### src/rtl/core/frame_delta_reference_blend_top_macros.svh
// assertion macros for the frame delta / reference blend block
// no dependencies; taken in by the top level
`ifndef FRAME_DELTA_REFERENCE_BLEND_TOP_MACROS_SVH
`define FRAME_DELTA_REFERENCE_BLEND_TOP_MACROS_SVH
`ifndef ASSERT_OFF
// same-cycle implication
`define FDRB_ASSERT_IMP(label, clk, rst_n, ante, cons, msg) \
	label: assert property (@(posedge clk) disable iff (!rst_n) (ante) |-> (cons)) \
		else $error(msg);
// next-cycle implication
`define FDRB_ASSERT_NXT(label, clk, rst_n, ante, cons, msg) \
	label: assert property (@(posedge clk) disable iff (!rst_n) (ante) |=> (cons)) \
		else $error(msg);
`else
`define FDRB_ASSERT_IMP(label, clk, rst_n, ante, cons, msg)
`define FDRB_ASSERT_NXT(label, clk, rst_n, ante, cons, msg)
`endif
`endif

### src/rtl/core/fdrb_pkg.sv
// types, constants and lookup tables of the frame delta / reference blend block
// no dependencies; used by every other file but the macros header and fdrb_delta_if
`timescale 1ns / 1ps
package fdrb_pkg;

	localparam int IDX_W        = 20;
	localparam int FRAME_PIXELS = 1048576;
	localparam int MEM_DEPTH    = (FRAME_PIXELS > (1 << IDX_W)) ? (1 << IDX_W) : FRAME_PIXELS;
	localparam int ADDR_W       = (MEM_DEPTH > 1) ? $clog2(MEM_DEPTH) : 1;

	localparam int LANES = 3;
	localparam int CH_W  = 8;
	localparam int ACC_W = 16;
	localparam int PIX_W = LANES * CH_W;
	localparam int ACCS_W = LANES * ACC_W;
	localparam int SUM_W = 23;

	// request codes
	localparam logic REQ_COMPARE = 1'b0;
	localparam logic REQ_LOAD    = 1'b1;

	// register indexes
	localparam int CFG_IDX_W = 3;
	localparam int CFG_DATA_W = 7;
	localparam logic [CFG_IDX_W-1:0] REG_COLOUR_MODE  = 3'd0;
	localparam logic [CFG_IDX_W-1:0] REG_LUMA_DELTAS  = 3'd1;
	localparam logic [CFG_IDX_W-1:0] REG_FAST_BLEND   = 3'd2;
	localparam logic [CFG_IDX_W-1:0] REG_TRANSPARENCY = 3'd3;
	localparam logic [CFG_IDX_W-1:0] REG_BLEND_ENABLE = 3'd4;

	localparam logic       RST_COLOUR_MODE  = 1'b1;
	localparam logic       RST_LUMA_DELTAS  = 1'b0;
	localparam logic       RST_FAST_BLEND   = 1'b0;
	localparam logic [6:0] RST_TRANSPARENCY = 7'd10;
	localparam logic       RST_BLEND_ENABLE = 1'b1;

	localparam int T_MAX = 100;

	// floor(x / 3) for x < 1024 as (x * 683) >> 11
	localparam int DIV3_MUL   = 683;
	localparam int DIV3_SHIFT = 11;

	// floor(x / 100) = floor((x >> 2) / 25), (y * 2684355) >> 26 exact for y < 2^21
	localparam int DIV25_MUL   = 2684355;
	localparam int DIV25_MUL_W = 22;
	localparam int DIV25_SHIFT = 26;

	localparam int LUMA_R_W = 2990;
	localparam int LUMA_G_W = 5670;
	localparam int LUMA_B_W = 1140;
	localparam int LUMA_DEN = 10000;

	typedef logic [IDX_W-1:0]  idx_t;
	typedef logic [ADDR_W-1:0] addr_t;
	typedef logic [CH_W-1:0]   lut_t [256];

	function automatic lut_t luma_lut(input int unsigned w);
		lut_t tbl;
		for (int i = 0; i < 256; i++) begin
			tbl[i] = 8'((w * i) / LUMA_DEN);
		end
		return tbl;
	endfunction

	localparam lut_t LUMA_R_LUT = luma_lut(LUMA_R_W);
	localparam lut_t LUMA_G_LUT = luma_lut(LUMA_G_W);
	localparam lut_t LUMA_B_LUT = luma_lut(LUMA_B_W);

	typedef struct packed {
		logic       colour_mode;
		logic       luma_deltas;
		logic       fast_blend;
		logic [6:0] transparency;
		logic       blend_enable;
	} cfg_t;

	typedef struct packed {
		logic      req_type;
		idx_t      pixel_index;
		logic [7:0] red;
		logic [7:0] green;
		logic [7:0] blue;
	} pix_t;

	// payload of the product stage
	typedef struct packed {
		idx_t                         idx;
		logic                         is_load;
		logic                         fast;
		logic [PIX_W-1:0]             px;
		logic [LANES-1:0][SUM_W-1:0]  sum;
		logic [LANES-1:0]             ref_we;
		logic [LANES-1:0]             acc_we;
		logic [CH_W-1:0]              delta;
	} s2_t;

	// frame store write, lane-masked
	typedef struct packed {
		logic              valid;
		addr_t             addr;
		logic [LANES-1:0]  ref_we;
		logic [PIX_W-1:0]  ref_data;
		logic [LANES-1:0]  acc_we;
		logic [ACCS_W-1:0] acc_data;
	} wr_t;

endpackage

### src/rtl/core/fdrb_cfg.sv
// configuration registers with their reset values
// depends on fdrb_pkg
`timescale 1ns / 1ps
module fdrb_cfg (
	input  logic                             clk,
	input  logic                             arst_n,
	input  logic                             cfg_we,
	input  logic [fdrb_pkg::CFG_IDX_W-1:0]   cfg_index,
	input  logic [fdrb_pkg::CFG_DATA_W-1:0]  cfg_data,
	output fdrb_pkg::cfg_t                   cfg
);

	fdrb_pkg::cfg_t cfg_q;

	always_ff @(posedge clk or negedge arst_n) begin
		if (!arst_n) begin
			cfg_q.colour_mode  <= fdrb_pkg::RST_COLOUR_MODE;
			cfg_q.luma_deltas  <= fdrb_pkg::RST_LUMA_DELTAS;
			cfg_q.fast_blend   <= fdrb_pkg::RST_FAST_BLEND;
			cfg_q.transparency <= fdrb_pkg::RST_TRANSPARENCY;
			cfg_q.blend_enable <= fdrb_pkg::RST_BLEND_ENABLE;
		end else if (cfg_we) begin
			case (cfg_index)
				fdrb_pkg::REG_COLOUR_MODE:  cfg_q.colour_mode  <= cfg_data[0];
				fdrb_pkg::REG_LUMA_DELTAS:  cfg_q.luma_deltas  <= cfg_data[0];
				fdrb_pkg::REG_FAST_BLEND:   cfg_q.fast_blend   <= cfg_data[0];
				fdrb_pkg::REG_TRANSPARENCY: cfg_q.transparency <= cfg_data[6:0];
				fdrb_pkg::REG_BLEND_ENABLE: cfg_q.blend_enable <= cfg_data[0];
				default: ;
			endcase
		end
	end

	assign cfg = cfg_q;

endmodule

### config.mk
export PLATFORM = sky130hd
export DESIGN_NAME = fdrb_cfg
export DESIGN_NICKNAME = d
export VERILOG_FILES = /design/src/rtl/core/frame_delta_reference_blend_top_macros.svh /design/src/rtl/core/fdrb_pkg.sv /design/src/rtl/core/fdrb_cfg.sv
export SDC_FILE = /design/constraint.sdc
export NUM_CORES = 1
export LEC_CHECK = 0
export BUFFER_PORTS_ARGS = -buffer_cell sky130_fd_sc_hd__buf_2
export CORE_AREA = 2 2 39 41
export DETAILED_ROUTE_END_ITERATION = 6
export DIE_AREA = 0 0 41 43
export PLACE_DENSITY = 0.66
export SLEW_MARGIN = 15
export SYNTH_ARGS = -nofsm -noshare
export SYNTH_HDL_FRONTEND = slang
export SYNTH_SLANG_ARGS = --single-unit
### constraint.sdc
create_clock -name clk -period 0.95 [get_ports clk]
set_input_delay 0.19 -clock clk [delete_from_list [all_inputs] [get_ports clk]]
set_output_delay 0.19 -clock clk [all_outputs]
set_load 0.005 [all_outputs]
==> flow_summary.json <==
{
  "status": "finished, violations left",
  "violations": "setup timing",
  "cts_buffers": 3,
  "yosysWarnings": 0,
  "ys_seq_area_share_pct": 57.0,
  "cts.sinks": 11,
  "crit_arrival_ns": 0.89,
  "crit_path_top_delay_cell": "dfstp_2",
  "synth-edff-count": 0,
  "synth.area.top_cells": "dfrtp_1, dfstp_2, mux2_2",
  "grt_start_max_net_pins": 12,
  "ys_seq_elements": 11,
  "cp_max_fo": 2,
  "worst_slack_ns": -0.134,
  "synth_top_area_share_pct": 35.6,
  "antennaDiodeCount": 0,
  "drt.antenna.violating_nets": 0,
  "gr-total-overflow": 0,
  "intPower_mw": 1.00,
  "swShare_pct": 23.3,
  "chipWidth_microns": 41,
  "vdd_drop_max_mv": 0.712,
  "fp-row-count": 14,
  "cap_violations": 0,
  "routed_via_density": 4.76,
  "leakagePower_nw": 0.350,
  "setup_viol": 5,
  "gp_congestion": 0.673,
  "initial_utilization_pct": 35.5,
  "grt_use_total_pct": 12.7,
  "period_needed_ns": 1.08,
  "yosysMostFrequentCell": "mux2_2",
  "slowest_delay_ns": 0.53,
  "drt_first_pass_iters": 4,
  "p_switching_uw": 305,
  "cp_cell_sequence": "buf_2",
  "cts_tree": "built",
  "tightest_slew_ns": 0.254,
  "core-area_sq_mm": 0.00138,
  "slew_headroom_pct": 83.0,
  "hold_path.class": "input port to flip-flop",
  "die_y_microns": 43,
  "rsz0062_at_grt": "true",
  "synth-async-reset-ratio_pct": 100,
  "htree_levels": 1,
  "drtIter0Drc": 5,
  "area_growth_pct": 42.0,
  "power_frac_seq_pct": 49.3,
  "p_clk_share_pct": 23.3,
  "layout.nets": 72,
  "startpoint_type": "flip-flop",
  "fin_crit_sh_pct": 114,
  "syn-cell-area_sq_um": 492,
  "yosysTopAreaCell": "dfrtp_1",
  "routed_wl_microns": 913,
  "drv_slew": 0,
  "skew_ns": 0,
  "synth_cell_type_count": 7,
  "post_drt_wl_per_cell_microns": 12.3,
  "clk_pin_slew_ns": 0.07,
  "cts_root_buf": "clkbuf_4",
  "die_area_sq_mm": 0.00176,
  "drive_above_1_share_pct": 79.3,
  "cp_num_buf_inv": 1,
  "crit_family": "flip-flops",
  "synth.cells.most_frequent": "mux2_2, dfrtp_1, dfstp_2",
  "fill_cells": 127,
  "cp.required_ns": 0.76,
  "grt_pass1_wl_mm": 1.39,
  "power_frac_comb_pct": 27.3,
  "syn_avg_cell_area_sq_um": 18.2,
  "final_util_pct": 50.5,
  "worstSkewPairLatency_ns": 0.26,
  "grt_pass1_vias": 320,
  "syn_inst": 27,
  "cts.path.max_buffers": 2,
  "antenna_found_initial": 0,
  "syn_nets": 40,
  "crit_type": "flip-flop to output port",
  "power_density_mw_per_mm2": 1870,
  "max_freq_ghz": 0.923,
  "hold_viol": 0,
  "crit_path_end_kind": "output port",
  "drc": 0,
  "portBuffers": 23,
  "ioPinCount": 24,
  "vias": 352,
  "hold_slack_ns": 0.158,
  "ys.flop_type": "dfrtp_1",
  "largest_reg_flops": 11
}
per-stage QoR:
step / setup WS (ns) / power (mW) / TNS [ns] / area, sq um / std cells
floorplan: 0.0781 / 0.788 / 0 / 492 / 27
global placement: -0.0872 / 0.942 / -0.556 / 627 / 66
detailed placement: -0.103 / 0.948 / -0.601 / 627 / 66
CTS: -0.145 / 1.31 / -0.601 / 686 / 74
global route: -0.173 / 1.40 / -0.923 / 698 / 74
finish: -0.134 / 1.31 / -0.502 / 698 / 74
path summary, 6_finish.rpt:
check	startpoint	endpoint	slack [ns]	cells past startpoint
max	cfg[10]	cfg[10]	-0.13	1
min	cfg_data[4]	cfg[5]	0.16	2
max reg2reg	cfg[1]	cfg[1]	0.09	2
min reg2reg	cfg[5]	cfg[5]	0.50	1
max in group asynchronous	arst_n	cfg[0]	0.36	2
min in group asynchronous	arst_n	cfg[6]	0.32	2
timing repair:
action / 4_1_cts / 5_1_grt
hold buffers: 1 / 0
resized for setup: 0 / 2
endpoints found under the hold margin: 7 / 0
endpoints found under the setup margin: 11 / 11
setup buffers: 3 / 0
layout make-up:
type | instances | area, sq um | area share [%]
clock buffers | 4 | 26.3 | 3.76
multi-input cells | 16 | 211 | 30.3
flip-flops and latches | 11 | 280 | 40.1
well taps | 16 | 20.0 | 2.87
repair buffers | 27 | 160 | 22.9
placed cells by master (no fill, tap or decap):
cell | synthesis | layout
buf_2 | 0 | 21
dfrtp_1 | 7 | 7
buf_6 | 0 | 2
clkbuf_4 | 0 | 3
buf_4 | 0 | 3
nand4b_4 | 1 | 1
dfstp_2 | 4 | 4
and4bb_1 | 3 | 3
nor4b_2 | 1 | 1
mux2_4 | 3 | 3
mux2_2 | 8 | 8
dlygate4sd3_1 | 0 | 1
clkbuf_1 | 0 | 1
routing by layer:
metal | part of all wire (%) | vias up | global-route usage [%]
met4 | 1.3 | 0 | 8.00
met3 | 4.7 | 2 | 6.28
met2 | 52 | 7 | 17.8
li1 | - | 168 | -
met1 | 42 | 175 | 14.8
met5 | 0 | - | 0
power by group through the flow:
| stage | Combinational [mW] | Sequential [mW] | Clock (mW) |
|---|---|---|---|
| final | 0.358 | 0.645 | 0.305 |
| after global routing | 0.394 | 0.661 | 0.347 |
| after CTS | 0.344 | 0.641 | 0.321 |
| after detailed placement | 0.295 | 0.653 | 0 |
| after global placement | 0.291 | 0.651 | 0 |
| after floorplan | 0.123 | 0.665 | 0 |
kinds of logic (layout without fill, tap and decap cells):
kind of cell | count (synthesis) | count (layout) | share of synthesized area (%)
mux | 11 | 11 | 27.5
buf+inv | 0 | 31 | 0
flops | 11 | 11 | 57.0
simple gates | 5 | 5 | 15.5
No activity file was read; power rests on OpenSTA's default activity.
