==> src/rtl/core/frame_delta_reference_blend_top_macros.svh <==
// assertion macros for the frame delta / reference blend block
// no dependencies; taken in by the top level
`ifndef FRAME_DELTA_REFERENCE_BLEND_TOP_MACROS_SVH
`define FRAME_DELTA_REFERENCE_BLEND_TOP_MACROS_SVH
`ifndef ASSERT_OFF
// same-cycle implication
`define FDRB_ASSERT_IMP(label, clk, rst_n, ante, cons, msg) \
	label: assert property (@(posedge clk) disable iff (!rst_n) (ante) |-> (cons)) \
		else $error(msg);
// next-cycle implication
`define FDRB_ASSERT_NXT(label, clk, rst_n, ante, cons, msg) \
	label: assert property (@(posedge clk) disable iff (!rst_n) (ante) |=> (cons)) \
		else $error(msg);
`else
`define FDRB_ASSERT_IMP(label, clk, rst_n, ante, cons, msg)
`define FDRB_ASSERT_NXT(label, clk, rst_n, ante, cons, msg)
`endif
`endif

==> src/rtl/core/fdrb_pkg.sv <==
// types, constants and lookup tables of the frame delta / reference blend block
// no dependencies; used by every other file but the macros header and fdrb_delta_if
`timescale 1ns / 1ps
package fdrb_pkg;

	localparam int IDX_W        = 20;
	localparam int FRAME_PIXELS = 1048576;
	localparam int MEM_DEPTH    = (FRAME_PIXELS > (1 << IDX_W)) ? (1 << IDX_W) : FRAME_PIXELS;
	localparam int ADDR_W       = (MEM_DEPTH > 1) ? $clog2(MEM_DEPTH) : 1;

	localparam int LANES = 3;
	localparam int CH_W  = 8;
	localparam int ACC_W = 16;
	localparam int PIX_W = LANES * CH_W;
	localparam int ACCS_W = LANES * ACC_W;
	localparam int SUM_W = 23;

	// request codes
	localparam logic REQ_COMPARE = 1'b0;
	localparam logic REQ_LOAD    = 1'b1;

	// register indexes
	localparam int CFG_IDX_W = 3;
	localparam int CFG_DATA_W = 7;
	localparam logic [CFG_IDX_W-1:0] REG_COLOUR_MODE  = 3'd0;
	localparam logic [CFG_IDX_W-1:0] REG_LUMA_DELTAS  = 3'd1;
	localparam logic [CFG_IDX_W-1:0] REG_FAST_BLEND   = 3'd2;
	localparam logic [CFG_IDX_W-1:0] REG_TRANSPARENCY = 3'd3;
	localparam logic [CFG_IDX_W-1:0] REG_BLEND_ENABLE = 3'd4;

	localparam logic       RST_COLOUR_MODE  = 1'b1;
	localparam logic       RST_LUMA_DELTAS  = 1'b0;
	localparam logic       RST_FAST_BLEND   = 1'b0;
	localparam logic [6:0] RST_TRANSPARENCY = 7'd10;
	localparam logic       RST_BLEND_ENABLE = 1'b1;

	localparam int T_MAX = 100;

	// floor(x / 3) for x < 1024 as (x * 683) >> 11
	localparam int DIV3_MUL   = 683;
	localparam int DIV3_SHIFT = 11;

	// floor(x / 100) = floor((x >> 2) / 25), (y * 2684355) >> 26 exact for y < 2^21
	localparam int DIV25_MUL   = 2684355;
	localparam int DIV25_MUL_W = 22;
	localparam int DIV25_SHIFT = 26;

	localparam int LUMA_R_W = 2990;
	localparam int LUMA_G_W = 5670;
	localparam int LUMA_B_W = 1140;
	localparam int LUMA_DEN = 10000;

	typedef logic [IDX_W-1:0]  idx_t;
	typedef logic [ADDR_W-1:0] addr_t;
	typedef logic [CH_W-1:0]   lut_t [256];

	function automatic lut_t luma_lut(input int unsigned w);
		lut_t tbl;
		for (int i = 0; i < 256; i++) begin
			tbl[i] = 8'((w * i) / LUMA_DEN);
		end
		return tbl;
	endfunction

	localparam lut_t LUMA_R_LUT = luma_lut(LUMA_R_W);
	localparam lut_t LUMA_G_LUT = luma_lut(LUMA_G_W);
	localparam lut_t LUMA_B_LUT = luma_lut(LUMA_B_W);

	typedef struct packed {
		logic       colour_mode;
		logic       luma_deltas;
		logic       fast_blend;
		logic [6:0] transparency;
		logic       blend_enable;
	} cfg_t;

	typedef struct packed {
		logic      req_type;
		idx_t      pixel_index;
		logic [7:0] red;
		logic [7:0] green;
		logic [7:0] blue;
	} pix_t;

	// payload of the product stage
	typedef struct packed {
		idx_t                         idx;
		logic                         is_load;
		logic                         fast;
		logic [PIX_W-1:0]             px;
		logic [LANES-1:0][SUM_W-1:0]  sum;
		logic [LANES-1:0]             ref_we;
		logic [LANES-1:0]             acc_we;
		logic [CH_W-1:0]              delta;
	} s2_t;

	// frame store write, lane-masked
	typedef struct packed {
		logic              valid;
		addr_t             addr;
		logic [LANES-1:0]  ref_we;
		logic [PIX_W-1:0]  ref_data;
		logic [LANES-1:0]  acc_we;
		logic [ACCS_W-1:0] acc_data;
	} wr_t;

endpackage

==> src/rtl/core/fdrb_front.sv <==
// read stage logic: difference byte, blend products and write masks
// depends on fdrb_pkg (luma tables, reciprocal constants)
`timescale 1ns / 1ps
module fdrb_front (
	input  fdrb_pkg::cfg_t                cfg,
	input  fdrb_pkg::pix_t                item,
	input  logic [fdrb_pkg::PIX_W-1:0]    old_ref,
	input  logic [fdrb_pkg::ACCS_W-1:0]   old_acc,
	output fdrb_pkg::s2_t                 nxt
);

	logic [fdrb_pkg::LANES-1:0]                    lanes;
	logic                                          in_range;
	logic                                          is_load;
	logic [6:0]                                    t;
	logic [6:0]                                    op;
	logic [fdrb_pkg::PIX_W-1:0]                    px;
	logic [fdrb_pkg::LANES-1:0][7:0]               ad;
	logic [fdrb_pkg::LANES-1:0][15:0]              xo;
	logic [fdrb_pkg::LANES-1:0][15:0]              yn;
	logic [fdrb_pkg::LANES-1:0][fdrb_pkg::SUM_W-1:0] sum;
	logic [7:0]                                    new_c;
	logic [7:0]                                    old_c;
	logic [9:0]                                    sum3;
	logic [19:0]                                   prod3;
	logic [7:0]                                    avg;
	logic [7:0]                                    luma;
	logic [7:0]                                    delta;

	always_comb begin
		lanes    = cfg.colour_mode ? 3'b111 : 3'b001;
		in_range = (32'(item.pixel_index) < 32'(fdrb_pkg::FRAME_PIXELS));
		is_load  = (item.req_type == fdrb_pkg::REQ_LOAD);
		t        = (cfg.transparency > 7'(fdrb_pkg::T_MAX)) ? 7'(fdrb_pkg::T_MAX) :
			cfg.transparency;
		op       = 7'(fdrb_pkg::T_MAX) - t;
		px       = {item.blue, item.green, item.red};

		for (int l = 0; l < fdrb_pkg::LANES; l++) begin
			new_c = px[l*8 +: 8];
			old_c = old_ref[l*8 +: 8];
			ad[l] = (old_c > new_c) ? (old_c - new_c) : (new_c - old_c);
			// fast blend works on bytes, slow blend on 8.8 accumulators
			xo[l] = cfg.fast_blend ? {8'd0, old_c} : old_acc[l*16 +: 16];
			yn[l] = cfg.fast_blend ? {8'd0, new_c} : {new_c, 8'd0};
			sum[l] = fdrb_pkg::SUM_W'(24'(xo[l]) * 24'(op) + 24'(yn[l]) * 24'(t));
		end

		sum3  = 10'(ad[0]) + 10'(ad[1]) + 10'(ad[2]);
		prod3 = 20'(sum3) * 20'(fdrb_pkg::DIV3_MUL);
		avg   = prod3[fdrb_pkg::DIV3_SHIFT +: 8];
		luma  = 8'(9'(fdrb_pkg::LUMA_R_LUT[ad[0]]) + 9'(fdrb_pkg::LUMA_G_LUT[ad[1]]) +
			9'(fdrb_pkg::LUMA_B_LUT[ad[2]]));

		if (!in_range || is_load)
			delta = 8'd0;
		else if (!cfg.colour_mode)
			delta = ad[0];
		else if (cfg.luma_deltas)
			delta = luma;
		else
			delta = avg;

		nxt.idx     = item.pixel_index;
		nxt.is_load = is_load;
		nxt.fast    = cfg.fast_blend;
		nxt.px      = px;
		nxt.sum     = sum;
		nxt.delta   = delta;
		if (!in_range) begin
			nxt.ref_we = '0;
			nxt.acc_we = '0;
		end else if (is_load) begin
			nxt.ref_we = lanes;
			nxt.acc_we = lanes;
		end else if (cfg.blend_enable) begin
			nxt.ref_we = lanes;
			nxt.acc_we = cfg.fast_blend ? '0 : lanes;
		end else begin
			nxt.ref_we = '0;
			nxt.acc_we = '0;
		end
	end

endmodule

==> config.mk <==
export PLATFORM = sky130hd
export DESIGN_NAME = fdrb_front
export DESIGN_NICKNAME = d
export VERILOG_FILES = /design/src/rtl/core/frame_delta_reference_blend_top_macros.svh /design/src/rtl/core/fdrb_pkg.sv /design/src/rtl/core/fdrb_front.sv
export SDC_FILE = /design/constraint.sdc
export NUM_CORES = 2
export LEC_CHECK = 0
export BUFFER_PORTS_ARGS = -buffer_cell sky130_fd_sc_hd__buf_2
export CAP_MARGIN = 10
export CORE_UTILIZATION = 44
export DETAILED_ROUTE_END_ITERATION = 10
export PLACE_DENSITY_LB_ADDON = 0.15
export SETUP_SLACK_MARGIN = 0.02
export SLEW_MARGIN = 30
export SYNTH_ARGS = -nofsm -noshare
export SYNTH_HDL_FRONTEND = slang
export SYNTH_SLANG_ARGS = --single-unit
==> constraint.sdc <==
create_clock -name vclk -period 31.4
set_clock_uncertainty 0.05 [all_clocks]
set_input_delay 6.28 -clock vclk [all_inputs]
set_output_delay 6.28 -clock vclk [all_outputs]
set_load 0.01 [all_outputs]
==> results.md <==
* Outcome: finished with violations
* Failing checks: DRC
* Hold Path Origin: item[25]
* Core ar. at between 60000 and 70000 um^2
* First-pass GRT wire length at roughly 140000 um
* Pins Over Slew Limit at 0
* Hold Path Depth at 0
* Sequential cell area fraction in the yosys report at 0
* Vias per Instance at around 5.5
* Compound-Gate Fraction of Synth Area at 0.1206
* Largest family of logic cells by synthesized area: adder cells
* Gr usage total at 0.2617
* Crit path arrival time at approximately 17 ns
* Number of port buffers at 217
* Critical Path RT at roughly 25 ns
* Clock buffer count at 0
* Total wire length at roughly 87000 um
* Sequential cells at 0
* Syn Inst Count at between 3000 and 4000
* Hold-fix buffers, CTS at 0
* Xor/xnor share of the synthesized area at 0.03397
* Final Wtd Congestion at ~0.94
* First DRT Iteration DRCs at roughly 1500
* Multi-input gate area at 25970 um^2
* Fin crit period at 22.93 ns
* Synthesized cell area at between 20000 and 30000 um^2
* Cell variety after synth at 94
* Crit-path most repeated cell: fa_1
* Hold endpoint: nxt[110]
* DR vias at between 20000 and 30000
* RSZ-0062 raised after global routing: no
* Crit Path Max Fanout at 55
* Syn Nets at 4707
* Final Hold Viols at 0
* Worst-Margin Slew at around 1.0 ns
* Max Cap Viol at 0
* Placed wire-length estimate at between 70000 and 80000 um
* Global route overflow at 0
* Average cell area after synthesis at 8.037 um^2
* Share of layout cells above drive strength 1 at 0.09091
* Simple-gate share of the synthesized area at 0.1772
* Multiplexer share of the synthesized area at 0.01796
* CP Capture Type: output port
* Hold/Removal Path Class: input port to output port
* Post-Synth Adder-Cell Area at 0.5277
* Register area at 0 um^2
* I/O pin total at between 200 and 300
* Final worst path period share at 0.7301
* DR DRC count at 24
* DIE HEIGHT at 261.1 um
* Drt first pass iters at 11
* Final layout net count at 4751
* Fill count at between 6000 and 7000
* Std cell rows at 94
* Nature of the critical path startpoint: input port
* WL/cell at between 15 and 20 um
* Starting Density at 0.4470
* Pin count of the biggest net entering global routing at 75
* Die ar. at between 60000 and 70000 um^2
* Max Clk Rate at ~44 MHz
* Postcts setup bufs at 0
* Detail Route Antenna Nets at 0
* Initial antenna violation count at 8
* Slowest cell on crit path: nand3_1
* Chip Width at approximately 260 um
* Rel. slew slack at 0.3128
* Final setup violation count at 0
* Critical path's largest stage delay at roughly 0.89 ns
* Number of global-route vias before repair at about 26000
* Yosys warning count at 0
* Layout area overhead at 4.985%
* Final TNS setup at 0 ns
* Setup CP Type: input port to output port
* CTS resizes at 0
## cell usage after synthesis (all sizes together) (43+ instances only)
master / n / area (um^2)
nand3: 127 / 635.6
and2: 51 / 319.1
nand2: 456 / 1714
nor2: 341 / 1285
ha: 334 / 4179
xnor2: 77 / 689.4
inv: 681 / 2556
o21ai: 103 / 530.5
fa: 569 / 11390
clkbuf: 117 / 440.4
nor3: 43 / 215.2
buf: 94 / 604.3
and3: 50 / 312.8
a21oi: 145 / 748.2
## logic make-up after synthesis
family / count (synthesis)
mux: 48
simple gates: 1183
buf+inv: 897
xor+xnor: 112
fa+ha+maj: 905
compound gates: 531
## per-layer routing
layer / vias up / global-route usage / share of wire
li1: 11770 / - / -
met1: 12420 / 0.3644 / 0.43
met2: 804 / 0.4390 / 0.47
met3: 115 / 0.02245 / 0.065
met4: 6 / 0.06395 / 0.027
met5: - / 0 / 0.00038
## how the worst max path moves through the flow
stage	cells past startpoint	slack, ns	startpoint	endpoint
finish	30	8.47	cfg[6]	nxt[81]
global route	39	7.96	item[16]	nxt[7]
CTS	30	8.61	cfg[6]	nxt[81]
detailed placement	30	8.64	cfg[6]	nxt[81]
global placement	30	8.66	cfg[6]	nxt[81]
floorplan	41	10.36	item[7]	nxt[7]
## final cells by class
class,instances,share of cell area
multi-input combinational,2779,0.8373
tap,864,0.03485
timing repair buffer,253,0.04417
inverter,686,0.08302
antenna,8,0.0006454
## cell usage in the layout (no fill, tap or decap), types with 30 or more instances in the layout
master / instances
nor2_1: 337
buf_2: 216
buf_4: 35
nor3_1: 43
mux2_2: 30
a211oi_1: 30
inv_1: 670
xor2_1: 34
o211ai_1: 30
and2_1: 49
xnor2_1: 73
a21oi_1: 139
and3_1: 50
a21o_1: 35
fa_1: 569
ha_1: 334
nand3_1: 127
nand2_1: 454
o21ai_0: 96
## worst max-delay path, delay by kind of cell
family / cells / cell delay [ns]
compound gates: 9 / 2.67
xor+xnor: 2 / 0.93
fa+ha+maj: 8 / 3.51
buf+inv: 8 / 1.51
simple gates: 3 / 1.60
## metrics by stage
step,setup WS [ns],hold slack (ns),utilization,cell area (um^2),cells
after floorplan,10.36,12.60,-,29540,3676
after global placement,8.659,12.51,0.4687,30980,4581
after detailed placement,8.640,12.51,0.4689,31000,4582
after CTS,8.610,12.51,0.4689,31000,4582
after global routing,7.956,12.51,0.4690,31000,4584
final,8.474,12.51,0.4692,31020,4590
Power is left out: the tool's default activity adds up to more than one toggle a clock period on the data nets, which glitch-free logic cannot reach.
